$ cat config.mk
export PLATFORM = sky130hd
export DESIGN_NAME = ssi_bitbang_reader
export DESIGN_NICKNAME = d
export VERILOG_FILES = /design/src/rtl/ssi_pkg.sv /design/src/rtl/ssi_cfg.sv /design/src/rtl/ssi_front.sv /design/src/rtl/ssi_back.sv /design/src/rtl/ssi_bitbang_reader.sv
export SDC_FILE = /design/constraint.sdc
export NUM_CORES = 1
export LEC_CHECK = 0
export BUFFER_PORTS_ARGS = -buffer_cell sky130_fd_sc_hd__buf_2
export CAP_MARGIN = 20
export CORE_MARGIN = 4
export CORE_UTILIZATION = 61
export CTS_CLUSTER_SIZE = 12
export DETAILED_ROUTE_END_ITERATION = 8
export PLACE_DENSITY = 0.91
export SYNTH_ARGS = -nofsm -noshare
export SYNTH_HDL_FRONTEND = slang
export SYNTH_HIERARCHICAL = 1
export SYNTH_SLANG_ARGS = --single-unit
$ cat constraint.sdc
create_clock -name i_clk -period 6.45 [get_ports i_clk]
set_input_delay 1.29 -clock i_clk [delete_from_list [all_inputs] [get_ports i_clk]]
set_output_delay 1.29 -clock i_clk [all_outputs]
set_load 0.1 [all_outputs]
$ cat src/rtl/ssi_pkg.sv
`timescale 1ns / 1ps
// ----------------------------------------------------------------------------
// ssi_pkg
// Shared types and constants of the SSI bit-bang reader: register layout,
// reset values and the structs that pass between the front, back and
// register block.
// ----------------------------------------------------------------------------
package ssi_pkg;

    localparam int STARTUP_W = 20;
    localparam int GAP_W     = 7;
    localparam int GAPCNT_W  = 8;
    localparam int APB_AW    = 3;
    localparam int APB_DW    = 32;

    localparam logic [STARTUP_W-1:0] RST_STARTUP_TICKS = 20'd200000;
    localparam logic [GAP_W-1:0]     RST_GAP_LIMIT     = 7'd60;

    // register index, taken from paddr[2]
    localparam logic REG_STARTUP_TICKS = 1'b0;
    localparam logic REG_GAP_LIMIT     = 1'b1;

    typedef struct packed {
        logic [STARTUP_W-1:0] startup_ticks;
        logic [GAP_W-1:0]     gap_limit;
    } t_cfg;

    typedef struct packed {
        logic valid;
        logic data;
    } t_qhead;

endpackage

$ cat src/rtl/ssi_cfg.sv
`timescale 1ns / 1ps
// ----------------------------------------------------------------------------
// ssi_cfg
// APB register block: start-up delay and idle gap limit, write and read.
// ----------------------------------------------------------------------------
module ssi_cfg (
    input  logic                         i_clk,
    input  logic                         i_rst_n,
    input  logic                         psel,
    input  logic                         penable,
    input  logic                         pwrite,
    input  logic [ssi_pkg::APB_AW-1:0]   paddr,
    input  logic [ssi_pkg::APB_DW-1:0]   pwdata,
    output logic [ssi_pkg::APB_DW-1:0]   prdata,
    output logic                         pready,
    output ssi_pkg::t_cfg                o_cfg
);

    ssi_pkg::t_cfg r_cfg;
    logic          wr_en;

    assign pready = 1'b1;
    assign wr_en  = psel && penable && pwrite;

    always_ff @(posedge i_clk) begin
        if (!i_rst_n) begin
            r_cfg.startup_ticks <= ssi_pkg::RST_STARTUP_TICKS;
            r_cfg.gap_limit     <= ssi_pkg::RST_GAP_LIMIT;
        end else if (wr_en) begin
            unique case (paddr[2])
                ssi_pkg::REG_STARTUP_TICKS: begin
                    r_cfg.startup_ticks <= pwdata[ssi_pkg::STARTUP_W-1:0];
                end
                ssi_pkg::REG_GAP_LIMIT: begin
                    r_cfg.gap_limit <= pwdata[ssi_pkg::GAP_W-1:0];
                end
                default: begin
                end
            endcase
        end
    end

    always_comb begin
        prdata = '0;
        unique case (paddr[2])
            ssi_pkg::REG_STARTUP_TICKS: begin
                prdata[ssi_pkg::STARTUP_W-1:0] = r_cfg.startup_ticks;
            end
            ssi_pkg::REG_GAP_LIMIT: begin
                prdata[ssi_pkg::GAP_W-1:0] = r_cfg.gap_limit;
            end
            default: begin
            end
        endcase
    end

    assign o_cfg = r_cfg;

endmodule

$ cat src/rtl/ssi_front.sv
`timescale 1ns / 1ps
// ----------------------------------------------------------------------------
// ssi_front
// Tick intake: accepts sampled data line transactions into a two-entry queue
// that decouples the intake from the frame sequencer.
// ----------------------------------------------------------------------------
module ssi_front (
    input  logic            i_clk,
    input  logic            i_rst_n,
    input  logic            i_valid,
    output logic            o_stall,
    input  logic            i_data_in,
    output ssi_pkg::t_qhead o_head,
    input  logic            i_pop
);

    logic       r_slot [2];
    logic       r_wr_ptr;
    logic       r_rd_ptr;
    logic [1:0] r_count;
    logic [1:0] n_count;
    logic       push;
    logic       pop;

    assign o_stall = (r_count == 2'd2);
    assign push    = i_valid && !o_stall;
    assign pop     = i_pop && (r_count != 2'd0);

    always_comb begin
        n_count = r_count;
        if (push && !pop) begin
            n_count = r_count + 2'd1;
        end else if (pop && !push) begin
            n_count = r_count - 2'd1;
        end
    end

    always_ff @(posedge i_clk) begin
        if (!i_rst_n) begin
            r_wr_ptr <= 1'b0;
            r_rd_ptr <= 1'b0;
            r_count  <= 2'd0;
        end else begin
            r_count <= n_count;
            if (push) begin
                r_wr_ptr <= !r_wr_ptr;
            end
            if (pop) begin
                r_rd_ptr <= !r_rd_ptr;
            end
        end
    end

    always_ff @(posedge i_clk) begin
        if (push) begin
            r_slot[r_wr_ptr] <= i_data_in;
        end
    end

    assign o_head.valid = (r_count != 2'd0);
    assign o_head.data  = r_slot[r_rd_ptr];

endmodule

$ cat src/rtl/ssi_back.sv
`timescale 1ns / 1ps
// ----------------------------------------------------------------------------
// ssi_back
// Frame sequencer: start-up wait, clock phases, MSB-first sampling, idle gap
// and word latch, with a registered result stage toward the consumer.
// ----------------------------------------------------------------------------
module ssi_back #(
    parameter int WORD_BITS = 16
) (
    input  logic                 i_clk,
    input  logic                 i_rst_n,
    input  ssi_pkg::t_cfg        i_cfg,
    input  ssi_pkg::t_qhead      i_head,
    output logic                 o_pop,
    output logic                 o_valid,
    input  logic                 i_stall,
    output logic                 o_clock_out,
    output logic [WORD_BITS-1:0] o_word_out,
    output logic                 o_word_new
);

    localparam int PW = $clog2(2 * WORD_BITS + 2);
    localparam logic [PW-1:0] FINAL_PHASE = PW'(2 * WORD_BITS + 1);

    logic [ssi_pkg::STARTUP_W-1:0] r_startup_count;
    logic [ssi_pkg::STARTUP_W-1:0] n_startup_count;
    logic [PW-1:0]                 r_phase;
    logic [PW-1:0]                 n_phase;
    logic [ssi_pkg::GAPCNT_W-1:0]  r_gap_count;
    logic [ssi_pkg::GAPCNT_W-1:0]  n_gap_count;
    logic [WORD_BITS-1:0]          r_shift;
    logic [WORD_BITS-1:0]          n_shift;
    logic [WORD_BITS-1:0]          r_held;
    logic [WORD_BITS-1:0]          n_held;
    logic                          r_clk_level;
    logic                          n_clk_level;
    logic                          n_fresh;
    logic [PW-2:0]                 half;

    logic                          r_valid;
    logic                          r_clock_out;
    logic [WORD_BITS-1:0]          r_word_out;
    logic                          r_word_new;

    assign o_pop = i_head.valid && (!r_valid || !i_stall);
    assign half  = r_phase[PW-1:1];

    always_comb begin
        n_startup_count = r_startup_count;
        n_phase         = r_phase;
        n_gap_count     = r_gap_count;
        n_shift         = r_shift;
        n_held          = r_held;
        n_clk_level     = r_clk_level;
        n_fresh         = 1'b0;
        if (r_startup_count < i_cfg.startup_ticks) begin
            n_startup_count = r_startup_count + 1'b1;
        end else if (r_phase == '0) begin
            n_clk_level = 1'b0;
            n_shift     = '0;
            n_phase     = PW'(1);
        end else if (r_phase == PW'(1)) begin
            n_clk_level = 1'b1;
            n_phase     = PW'(2);
        end else if (r_phase >= FINAL_PHASE) begin
            n_clk_level = 1'b1;
            n_gap_count = r_gap_count + 1'b1;
            if (r_gap_count > {1'b0, i_cfg.gap_limit}) begin
                n_held      = r_shift;
                n_gap_count = '0;
                n_phase     = '0;
                n_fresh     = 1'b1;
            end
        end else if (!r_phase[0]) begin
            for (int k = 0; k < WORD_BITS; k++) begin
                if (k == WORD_BITS - int'(half)) begin
                    n_shift[k] = i_head.data;
                end
            end
            n_clk_level = 1'b0;
            n_phase     = r_phase + 1'b1;
        end else begin
            n_clk_level = 1'b1;
            n_phase     = r_phase + 1'b1;
        end
    end

    always_ff @(posedge i_clk) begin
        if (!i_rst_n) begin
            r_startup_count <= '0;
            r_phase         <= '0;
            r_gap_count     <= '0;
            r_shift         <= '0;
            r_held          <= '0;
            r_clk_level     <= 1'b1;
        end else if (o_pop) begin
            r_startup_count <= n_startup_count;
            r_phase         <= n_phase;
            r_gap_count     <= n_gap_count;
            r_shift         <= n_shift;
            r_held          <= n_held;
            r_clk_level     <= n_clk_level;
        end
    end

    always_ff @(posedge i_clk) begin
        if (!i_rst_n) begin
            r_valid     <= 1'b0;
            r_clock_out <= 1'b1;
            r_word_out  <= '0;
            r_word_new  <= 1'b0;
        end else if (o_pop) begin
            r_valid     <= 1'b1;
            r_clock_out <= n_clk_level;
            r_word_out  <= n_held;
            r_word_new  <= n_fresh;
        end else if (!i_stall) begin
            r_valid <= 1'b0;
        end
    end

    assign o_valid     = r_valid;
    assign o_clock_out = r_clock_out;
    assign o_word_out  = r_word_out;
    assign o_word_new  = r_word_new;

endmodule

$ cat src/rtl/ssi_bitbang_reader.sv
`timescale 1ns / 1ps
// ----------------------------------------------------------------------------
// ssi_bitbang_reader
// Path: accepted ticks pass the intake queue, then the result register.
// Throughput: one tick per cycle when not stalled; the two-entry intake queue
// and the result register let intake and sequencer stall independently.
// Reset: synchronous, active low; clock line idles high, counters and word
// clear, registers return to 200000 start-up ticks and a gap limit of 60.
// ----------------------------------------------------------------------------
module ssi_bitbang_reader #(
    parameter int WORD_BITS = 16
) (
    input  logic                         i_clk,
    input  logic                         i_rst_n,
    input  logic                         i_valid,
    output logic                         o_stall,
    input  logic                         i_data_in,
    output logic                         o_valid,
    input  logic                         i_stall,
    output logic                         o_clock_out,
    output logic [WORD_BITS-1:0]         o_word_out,
    output logic                         o_word_new,
    input  logic                         psel,
    input  logic                         penable,
    input  logic                         pwrite,
    input  logic [ssi_pkg::APB_AW-1:0]   paddr,
    input  logic [ssi_pkg::APB_DW-1:0]   pwdata,
    output logic [ssi_pkg::APB_DW-1:0]   prdata,
    output logic                         pready
);

    ssi_pkg::t_cfg   cfg;
    ssi_pkg::t_qhead head;
    logic            pop;

    ssi_cfg u_cfg (
        .i_clk   (i_clk),
        .i_rst_n (i_rst_n),
        .psel    (psel),
        .penable (penable),
        .pwrite  (pwrite),
        .paddr   (paddr),
        .pwdata  (pwdata),
        .prdata  (prdata),
        .pready  (pready),
        .o_cfg   (cfg)
    );

    ssi_front u_front (
        .i_clk     (i_clk),
        .i_rst_n   (i_rst_n),
        .i_valid   (i_valid),
        .o_stall   (o_stall),
        .i_data_in (i_data_in),
        .o_head    (head),
        .i_pop     (pop)
    );

    ssi_back #(
        .WORD_BITS (WORD_BITS)
    ) u_back (
        .i_clk       (i_clk),
        .i_rst_n     (i_rst_n),
        .i_cfg       (cfg),
        .i_head      (head),
        .o_pop       (pop),
        .o_valid     (o_valid),
        .i_stall     (i_stall),
        .o_clock_out (o_clock_out),
        .o_word_out  (o_word_out),
        .o_word_new  (o_word_new)
    );

endmodule

==> results.toml <==
[finish]
fill_cells = 702
register_area_sq_um = 2080
drive_gt1_frac = 0.153
antenna_cells = 0
multi_input_area_sq_um = 3330
synthToLayoutAreaGrowth_pct = 8.60
nNetsFinal = 794

[drt]
via_per_inst = 5.94
first_pass_iters = 5
wire_per_inst_um = 15.6
drt_iter0_drc = 345
num_vias = 5067
wirelength_mm = 13.3
antenna_left = 0
drc = 0

[timing]
grt_setup_unrepaired = "no"
setup_slack_ps = 2780
tightest_slew_ps = 732
setup-tns-final_ps = 0
finalHoldViolations = 0
setup_viol = 0
period_minus_slack_ps = 3670
fmax_ghz = 0.273
slew_headroom = 0.512
finClkSkew_ps = 19.9
final_max_slew_viol_count = 0
post-route-period-util = 0.568

[clock_network]
postCtsSetupBuffers = 0
clock_latency_ps = 380
cts_tree = "built"
numCtsBuffers = 9
cts.sinks = 103
cts_root_buffer = "clkbuf_8"
cts_hold_buf = 0
htree_num_levels = 3
clk_pin_slew_worst_paths_ps = 90
cts_resized = 0
clk_path_buf_depth = 2

[yosys]
synth_most_common_cell = "nand2_1"
yosysUniqueCellTypes = 62
synthArstFlopShare = 0
synthCells = 678
syn_avg_cell_area_sq_um = 8.57
synth_common_cells = "nand2_1, dfxtp_1, mux2i_1"
yosys.area.top_type = "dfxtp_1"
synth_top_area_frac = 0.348
synth.area.top_cells = "dfxtp_1, mux2i_1, ha_1"
ys_warn_count = 6
synth_area_sq_um = 5810
synth_edf_count = 2
ys_seq_area_frac = 0.358
synth_seq_cells = 103
ys.flop_type = "dfxtp_1"

[grt]
grt_pass1_vias = 5018
grt_use_total = 0.240
grt_antenna_before_repair = 0
grt.overflow.total = 0
grt_pass1_wl_mm = 22.5
grt_use_met1 = 0.285
grt_use_met2 = 0.423
grtUsageMet3 = 0.0472
grt_busiest_layer = "met2"
grt_max_degree = 123

[run_status]
status = "complete, no violations"

[critical_path]
cp_num_cells = 3
crit_top_cell = "buf_2"
arrival_ps = 2380
end_kind = "output pin"
critPathSlowestCell = "mux2_2"
worst-setup-path-type = "input pin to output pin"
path_cells = "buf_2, mux2_2, buf_2"
critPathBufInv = 2
cp-start-kind = "input pin"
cp_data_required_time_ps = 5160
crit_family = "buffers and inverters"
r2r_cells = 8
critPathMaxStageDelay_ps = 400
cp_max_fo = 23

[power_and_ir_drop]
clkPwrFrac = 0.277
p_sw_uw = 508
internal-power_uw = 895
p_comb_frac = 0.235
power.density_nw_per_um2 = 222
ir_worst_vdd_mv = 0.296
p_seq_frac = 0.488
p_leak_nw = 2.54
swShare = 0.362

[floorplanning]
num_io_pins = 96
die_w_um = 106
die_h_um = 106
core_sq_um = 9240
initial_utilization = 0.629
dieArea_sq_um = 11100
core.rowCount = 35

[place]
port_buffers = 68
dpl.hpwl_mm = 9.24
globalplace.congestion = 0.859
dp_slack_ps = 2800

[flow_run]
maxCapViolations = 0

[min_path]
whs_path_depth = 2
min_path_type = "register to register"
==> per-layer routing <==
layer  routed length (um)  part of all wire
met1                 5590              0.42
met2                 6700              0.50
met3                  607             0.046
met4                  391             0.029
met5                    0                 0
==> stage by stage <==
step / power, mW / hold WS [ps] / cells / util / cell area, sq um
finish: 1.40 / 463 / 853 / 0.683 / 6310
global route: 1.47 / 491 / 853 / 0.683 / 6310
CTS: 1.40 / 465 / 851 / 0.678 / 6260
detailed placement: 1.02 / 445 / 835 / 0.658 / 6080
global placement: 1.01 / 441 / 835 / 0.658 / 6080
floorplan: 0.972 / 443 / 689 / - / 5850
==> power by group through the flow <==
| stage | sequential, mW | combinational [mW] | clock (mW) |
|---|---|---|---|
| 2_1_floorplan | 0.708 | 0.263 | 0 |
| 3_3_place_gp | 0.697 | 0.311 | 0 |
| 3_5_place_dp | 0.699 | 0.324 | 0 |
| 4_1_cts | 0.684 | 0.325 | 0.393 |
| 5_1_grt | 0.688 | 0.356 | 0.422 |
| 6_report | 0.685 | 0.330 | 0.389 |
==> state kept, by name, summed over array words and instances (netlist names), named ones only <==
register,cells
u_front/r_count,2
u_front/r_rd_ptr,1
u_back/r_phase,6
u_cfg/o_cfg,27
u_back/r_shift,16
u_back/o_valid,1
u_back/o_clock_out,1
u_back/o_word_new,1
u_back/r_gap_count,8
u_back/o_word_out,16
u_back/r_startup_count,20
u_front/r_slot,2
u_front/r_wr_ptr,1
==> cells by family after synthesis <==
kind of cell | synth area share
AO/OA/AOI/OAI | 0.122
XOR/XNOR | 0.00603
adder cells (fa/ha/maj) | 0.0689
buffers and inverters | 0.0758
flip-flops | 0.358
multiplexers | 0.131
other | 0.00129
AND/OR/NAND/NOR | 0.237
==> path summary, 6_finish.rpt <==
check / slack, ps / from / endpoint
hold / removal: 460 / u_back/o_word_out[0] / u_back/o_word_out[0]
setup reg to reg: 3200 / u_back/r_phase[1] / u_back/r_shift[15]
setup / recovery: 2780 / paddr[2] / prdata[5]
hold reg to reg: 460 / u_back/o_word_out[0] / u_back/o_word_out[0]
==> placed cells by master, fill, tap and decap left out, drive strengths merged, types with 4 or more instances in the layout <==
master	n
o22ai	6
nand3	20
nor2	17
nor2b	36
a21oi	31
mux2	8
buf	73
ha	32
nor4	13
o21ai	12
dfxtp	101
and2	4
mux2i	67
and3	6
nand4	18
or2	5
clkbuf	9
a2111oi	5
o31ai	11
o21a	5
nand2b	11
or4	8
a211oi	6
nor3	11
o211ai	5
or3	9
conb	13
nand2	102
inv	44
==> cell type report <==
class,instances,area share
multi-input cells,494,0.528
flip-flops and latches,103,0.330
repair buffers,73,0.0647
well taps,129,0.0256
inverters,38,0.0226
clock buffers,9,0.0196
clock inverters,7,0.00913
==> tightest hold or removal path: cells and delay by family (launching register included) <==
kind,cells,cell delay (ps)
muxes,1,50
DFF,1,320
and+or+nand+nor,1,50
No activity file was read; power rests on OpenSTA's default activity.
